### config.mk
export PLATFORM = sky130hd
export DESIGN_NAME = spfs_ram
export DESIGN_NICKNAME = d
export VERILOG_FILES = /design/src/rtl/core/slot_pool_free_stack_top_defines.svh /design/src/rtl/core/spfs_ram.sv
export SDC_FILE = /design/constraint.sdc
export NUM_CORES = 2
export LEC_CHECK = 0
export BUFFER_PORTS_ARGS = -buffer_cell sky130_fd_sc_hd__buf_2
export CAP_MARGIN = 20
export CELL_PAD_IN_SITES_DETAIL_PLACEMENT = 2
export CELL_PAD_IN_SITES_GLOBAL_PLACEMENT = 2
export CORE_ASPECT_RATIO = 0.6
export CORE_UTILIZATION = 46
export CTS_CLUSTER_SIZE = 28
export DETAILED_ROUTE_END_ITERATION = 6
export PLACE_DENSITY = 0.71
export SYNTH_ARGS = -nofsm -noshare
export SYNTH_HDL_FRONTEND = slang
export SYNTH_SLANG_ARGS = --single-unit
### constraint.sdc
create_clock -name clk -period 2.7 [get_ports clk]
set_clock_uncertainty 0.2 [all_clocks]
set_input_delay 0.27 -clock clk [delete_from_list [all_inputs] [get_ports clk]]
set_output_delay 0.27 -clock clk [all_outputs]
set_load 0.01 [all_outputs]
### src/rtl/core/slot_pool_free_stack_top_defines.svh
// ----------------------------------------------------------------------------
// Assertion macros shared by the slot pool RTL
// Each macro expects clk and rst_n in scope of the module that uses it.
// ----------------------------------------------------------------------------
`ifndef SLOT_POOL_FREE_STACK_TOP_DEFINES_SVH
`define SLOT_POOL_FREE_STACK_TOP_DEFINES_SVH

// Same-cycle implication, checked out of reset
`define SPFS_ASSERT_IMP(lbl, ante, cons, msg) \
  lbl: assert property (@(posedge clk) disable iff (!rst_n) (ante) |-> (cons)) \
    else $error(msg);

// Next-cycle implication, checked out of reset
`define SPFS_ASSERT_NXT(lbl, ante, cons, msg) \
  lbl: assert property (@(posedge clk) disable iff (!rst_n) (ante) |=> (cons)) \
    else $error(msg);

`endif

### src/rtl/core/spfs_ram.sv
// ----------------------------------------------------------------------------
// spfs_ram
// Generic single-write, single-read RAM with a registered read port.
// ----------------------------------------------------------------------------
`timescale 1ns / 1ps

module spfs_ram #(
  parameter int unsigned WIDTH = 8,
  parameter int unsigned DEPTH = 256,
  localparam int unsigned AW   = $clog2(DEPTH)
) (
  input  logic             clk,
  input  logic             we,
  input  logic [AW-1:0]    waddr,
  input  logic [WIDTH-1:0] wdata,
  input  logic             re,
  input  logic [AW-1:0]    raddr,
  output logic [WIDTH-1:0] rdata
);

  logic [WIDTH-1:0] mem [DEPTH];

  // Write port; read data holds while re is low
  always_ff @(posedge clk) begin
    if (we) begin
      mem[waddr] <= wdata;
    end
    if (re) begin
      rdata <= mem[raddr];
    end
  end

endmodule

==> results <==
- The flow ran to the end, but the final reports show violations.
- The checks that failed: negative setup slack.
- The average instance area after synthesis is between 20 and 25 um^2.
- The tightest min-delay check is of the primary input to register type.
- The maximum number of pins on one net before global-route repair is approximately 90.
- The initial utilization of the core area, before any placement, comes to between 40% and 50%.
- The sum of overflow across all layers after global routing is 0.
- Counting every sink on the clock net gives between 2000 and 2500.
- The H-tree was split into 4 levels.
- Summed over all cells, the static leakage comes to a little over 30 nW.
- In the finished design, the share of the clock period the worst path needs comes to 103%.
- The global-route usage over all layers is about a third.
- The initial antenna violation count was 26.
- The floorplan step defined a die boundary enclosing about 170000 um^2.
- The number of pins exceeding their max-slew limit in the final report is 0.
- The final setup violation count is 4.
- For this run, the detailed router's first-pass iteration total came to 6.
- The kind of start point of the critical path is a register.
- Summing all placed instances gives a cell area of 88200 um^2.
- The number of DRC violations after detailed routing is 0.
- The synthesized design contains roughly 2100 enable-type register cells.
- The synthesis warning total is 0.
- The synthesized netlist cell count is between 3000 and 4000.
- The area overhead of the layout relative to synthesis is 19.0%.
- The most instantiated flip-flop cell in the synthesis netlist is edfxtp_1.
- The share of final-layout standard cells stronger than drive strength 1 is 34.6%.
- The headroom to the max-slew limit is about 30%.
- Counting flops with an async set or reset pin after synthesis yields a share of 0%.
- The detail route stage leaves a number of antenna-violating nets equal to 0.
- After the flow finishes, the layout carries non-filler instances totaling about 7000.
- Static timing analysis puts the maximum clock frequency at between 300 and 400 MHz.
- Clock latency on the worst-skew pair, taken at its later pin, is 0.88 ns.
- The largest fanout on the critical path is 1.
- The floorplan has 117 rows.
- The TritonCTS clock tree is built.
- The number of synthesized register bits is approximately 2100.
- The wire length of the first global-routing pass is roughly 420000 um.
- For the worst setup path, the data arrival time is around 3.2 ns.
- For the final routed database, the setup TNS stands at -0.213 ns.
- The number of global-route vias before repair came to a little under 50000.
- The routed wire length is around 310000 um.
- The largest vdd supply drop is ~0.61 mV.
- In the final routed layout, each cell accounts on average for ~44 um.
- The max-cap violation count is 0.
- Counting every net in the synthesized netlist gives between 3000 and 4000.
- The cell count of the worst hold path is 4.
- The count of buffers added by post-CTS timing repair for setup is 0.
- Summing all non-filler instances in the final layout gives an area of around 95000 um^2.
- The I/O pin count is 35.
- The HPWL after detailed placement is slightly below 200000 um.
- The worst setup path is captured at a register.
- The kind of critical path is register to register.
- The mapped netlist covers roughly 80000 um^2.
- For this design the ratio of total power to cell area is 712 nW/um^2.
- After detailed placement, the design holds a cell count of 6572.
- The total number of nets in the final design is 4545.
- In this run the vertical extent of the chip is 324 um.
- In this run the tool buffered the top-level ports with 34 buffer cells.
- Setup repair after global routing could not meet its margin everywhere.
- The worst endpoint required time is slightly above 3 ns.
- The core outline area is 171000 um^2.
- The maximum clock path buffer count is 4.
- The number of library cell types mapped by synthesis is 54.
- The final hold violation count was 0.
- For the pin with the worst max-slew slack, the measured transition is 1.04 ns.
- Measured on the finished design, the core utilization comes to 55.5%.
- The final critical-path setup slack is -0.0941 ns.
- At the end of routability-driven placement, the weighted congestion stood at just under 0.9.
- Measured in cells, the most critical reg-to-reg path has a length of 6.
- The detail-routed via count per cell is approximately 6.7.
- The number of DRC markers after the initial detailed-route iteration is roughly 7000.
- For the finished layout, the period the worst path requires is around 2.8 ns.
- The number of vias in the routed layout is 46663.
- The sequential fraction of the synthesis area is slightly below 80%.
- Counting the buffers created by CTS gives roughly 190.
- The clock-pin slew on the worst setup and hold paths is approximately 0.08 ns.
- The die boundary width is roughly 540 um.
- The cell at the root of the clock tree is clkbuf_16.
-- area by class of cell --
class,instances,area [um^2]
fill,14112,75900
multi-input combinational,1442,17000
antenna,14,35.0
tap,2261,2830
clock inverter,104,895
sequential,2056,61700
timing repair buffer,822,7190
clock buffer,232,5080
inverter,2,7.51
-- repair_timing --
| item | CTS | global route |
|---|---|---|
| hold buffers | 11 | 0 |
| endpoints found under the setup margin | 7 | 8 |
| resized for setup | 43 | 37 |
| gates cloned | 0 | 0 |
| hold endpoints to repair | 1148 | 0 |
| pin swaps | 9 | 7 |
-- through the flow --
stage	setup WS [ns]	power [mW]	hold slack, ns
finish	-0.0941	67.4	0.0929
detailed placement	-1.23	40.1	0.456
global route	-0.0435	68.6	0.0650
floorplan	0.154	37.6	0.169
global placement	-1.72	39.8	0.448
CTS	-0.0749	67.5	0.0446
-- flip-flops by register name, indices dropped and copies added, names as in the netlist --
name	cells
mem	2048
rdata	8
-- synthesized netlist by cell type (all sizes together) (31+ instances only) --
master	n	area (um^2)
nor2b	31	194
nand3	34	170
a22oi	133	998
mux2i	134	1340
o221ai	47	418
clkbuf	111	417
edfxtp	2056	61700
mux4	456	10300
buf	122	1030
a21oi	96	480
nor2	282	1060
nand2	33	124
-- worst max-delay path, cell delays in order, from the launching register on --
cell and delay [ns]:
edfxtp_1 0.41, mux4_2 0.55, a22oi_2 0.38, a31oi_2 0.17, buf_6 0.18, nor4_4 0.52, nor4_2 0.11
-- power breakdown --
group / switching [mW] / internal (mW)
clock: 12.8 / 14.9
combinational: 2.83 / 1.62
sequential: 0.0615 / 35.2
total: 15.7 / 51.7
-- cell families (layout without fill, tap and decap cells) --
group / Yosys count / in the layout / share of synthesized area, %
flip-flops: 2056 / 2056 / 77.5
multiplexers: 591 / 591 / 14.6
AND/OR/NAND/NOR: 466 / 466 / 2.63
AO/OA/AOI/OAI: 385 / 385 / 3.42
buffers and inverters: 235 / 1160 / 1.83
other: 0 / 14 / 0
-- per-layer routing --
metal	share of wire (%)	up-vias	track usage, %
li1	-	17245	-
met1	38	25441	48.3
met2	47	3359	56.7
met3	11	608	7.57
met4	3.5	10	11.9
met5	0.023	-	0
-- cells in the final DEF, fill, tap and decap left out, types with 6 or more instances in the layout --
cell type / netlist / final
a211oi_1: 16 / 9
a211oi_2: 0 / 7
a21oi_1: 96 / 89
a21oi_2: 0 / 6
a221oi_1: 13 / 10
a22o_1: 8 / 7
a22oi_1: 133 / 126
a22oi_2: 0 / 7
buf_12: 8 / 77
buf_2: 31 / 22
buf_4: 27 / 697
buf_8: 13 / 9
bufinv_16: 0 / 16
clkbuf_1: 111 / 34
clkbuf_16: 0 / 198
clkinv_1: 1 / 43
clkinv_2: 0 / 40
diode_2: 0 / 14
dlygate4sd3_1: 0 / 11
edfxtp_1: 2056 / 2056
mux2i_1: 134 / 134
mux4_2: 454 / 455
nand2_1: 33 / 33
nand2b_1: 8 / 8
nand3_1: 34 / 30
nand4_1: 10 / 10
nor2_1: 282 / 277
nor2b_1: 31 / 28
nor3_1: 22 / 14
nor4_1: 24 / 7
nor4_2: 3 / 13
nor4_4: 0 / 7
o211ai_1: 10 / 10
o21ai_0: 10 / 10
o221ai_1: 46 / 44
o22ai_1: 28 / 28
-- worst paths after layout --
path | slack, ns | from | to
setup / recovery | -0.09 | mem[183][3]$_DFFE_PP_ | rdata[3]$_DFFE_PP_
hold / removal | 0.09 | waddr[3] | mem[173][5]$_DFFE_PP_
setup reg to reg | -0.09 | mem[183][3]$_DFFE_PP_ | rdata[3]$_DFFE_PP_
hold reg to reg | 1.06 | mem[40][3]$_DFFE_PP_ | rdata[3]$_DFFE_PP_
No activity file was read; power rests on OpenSTA's default activity.
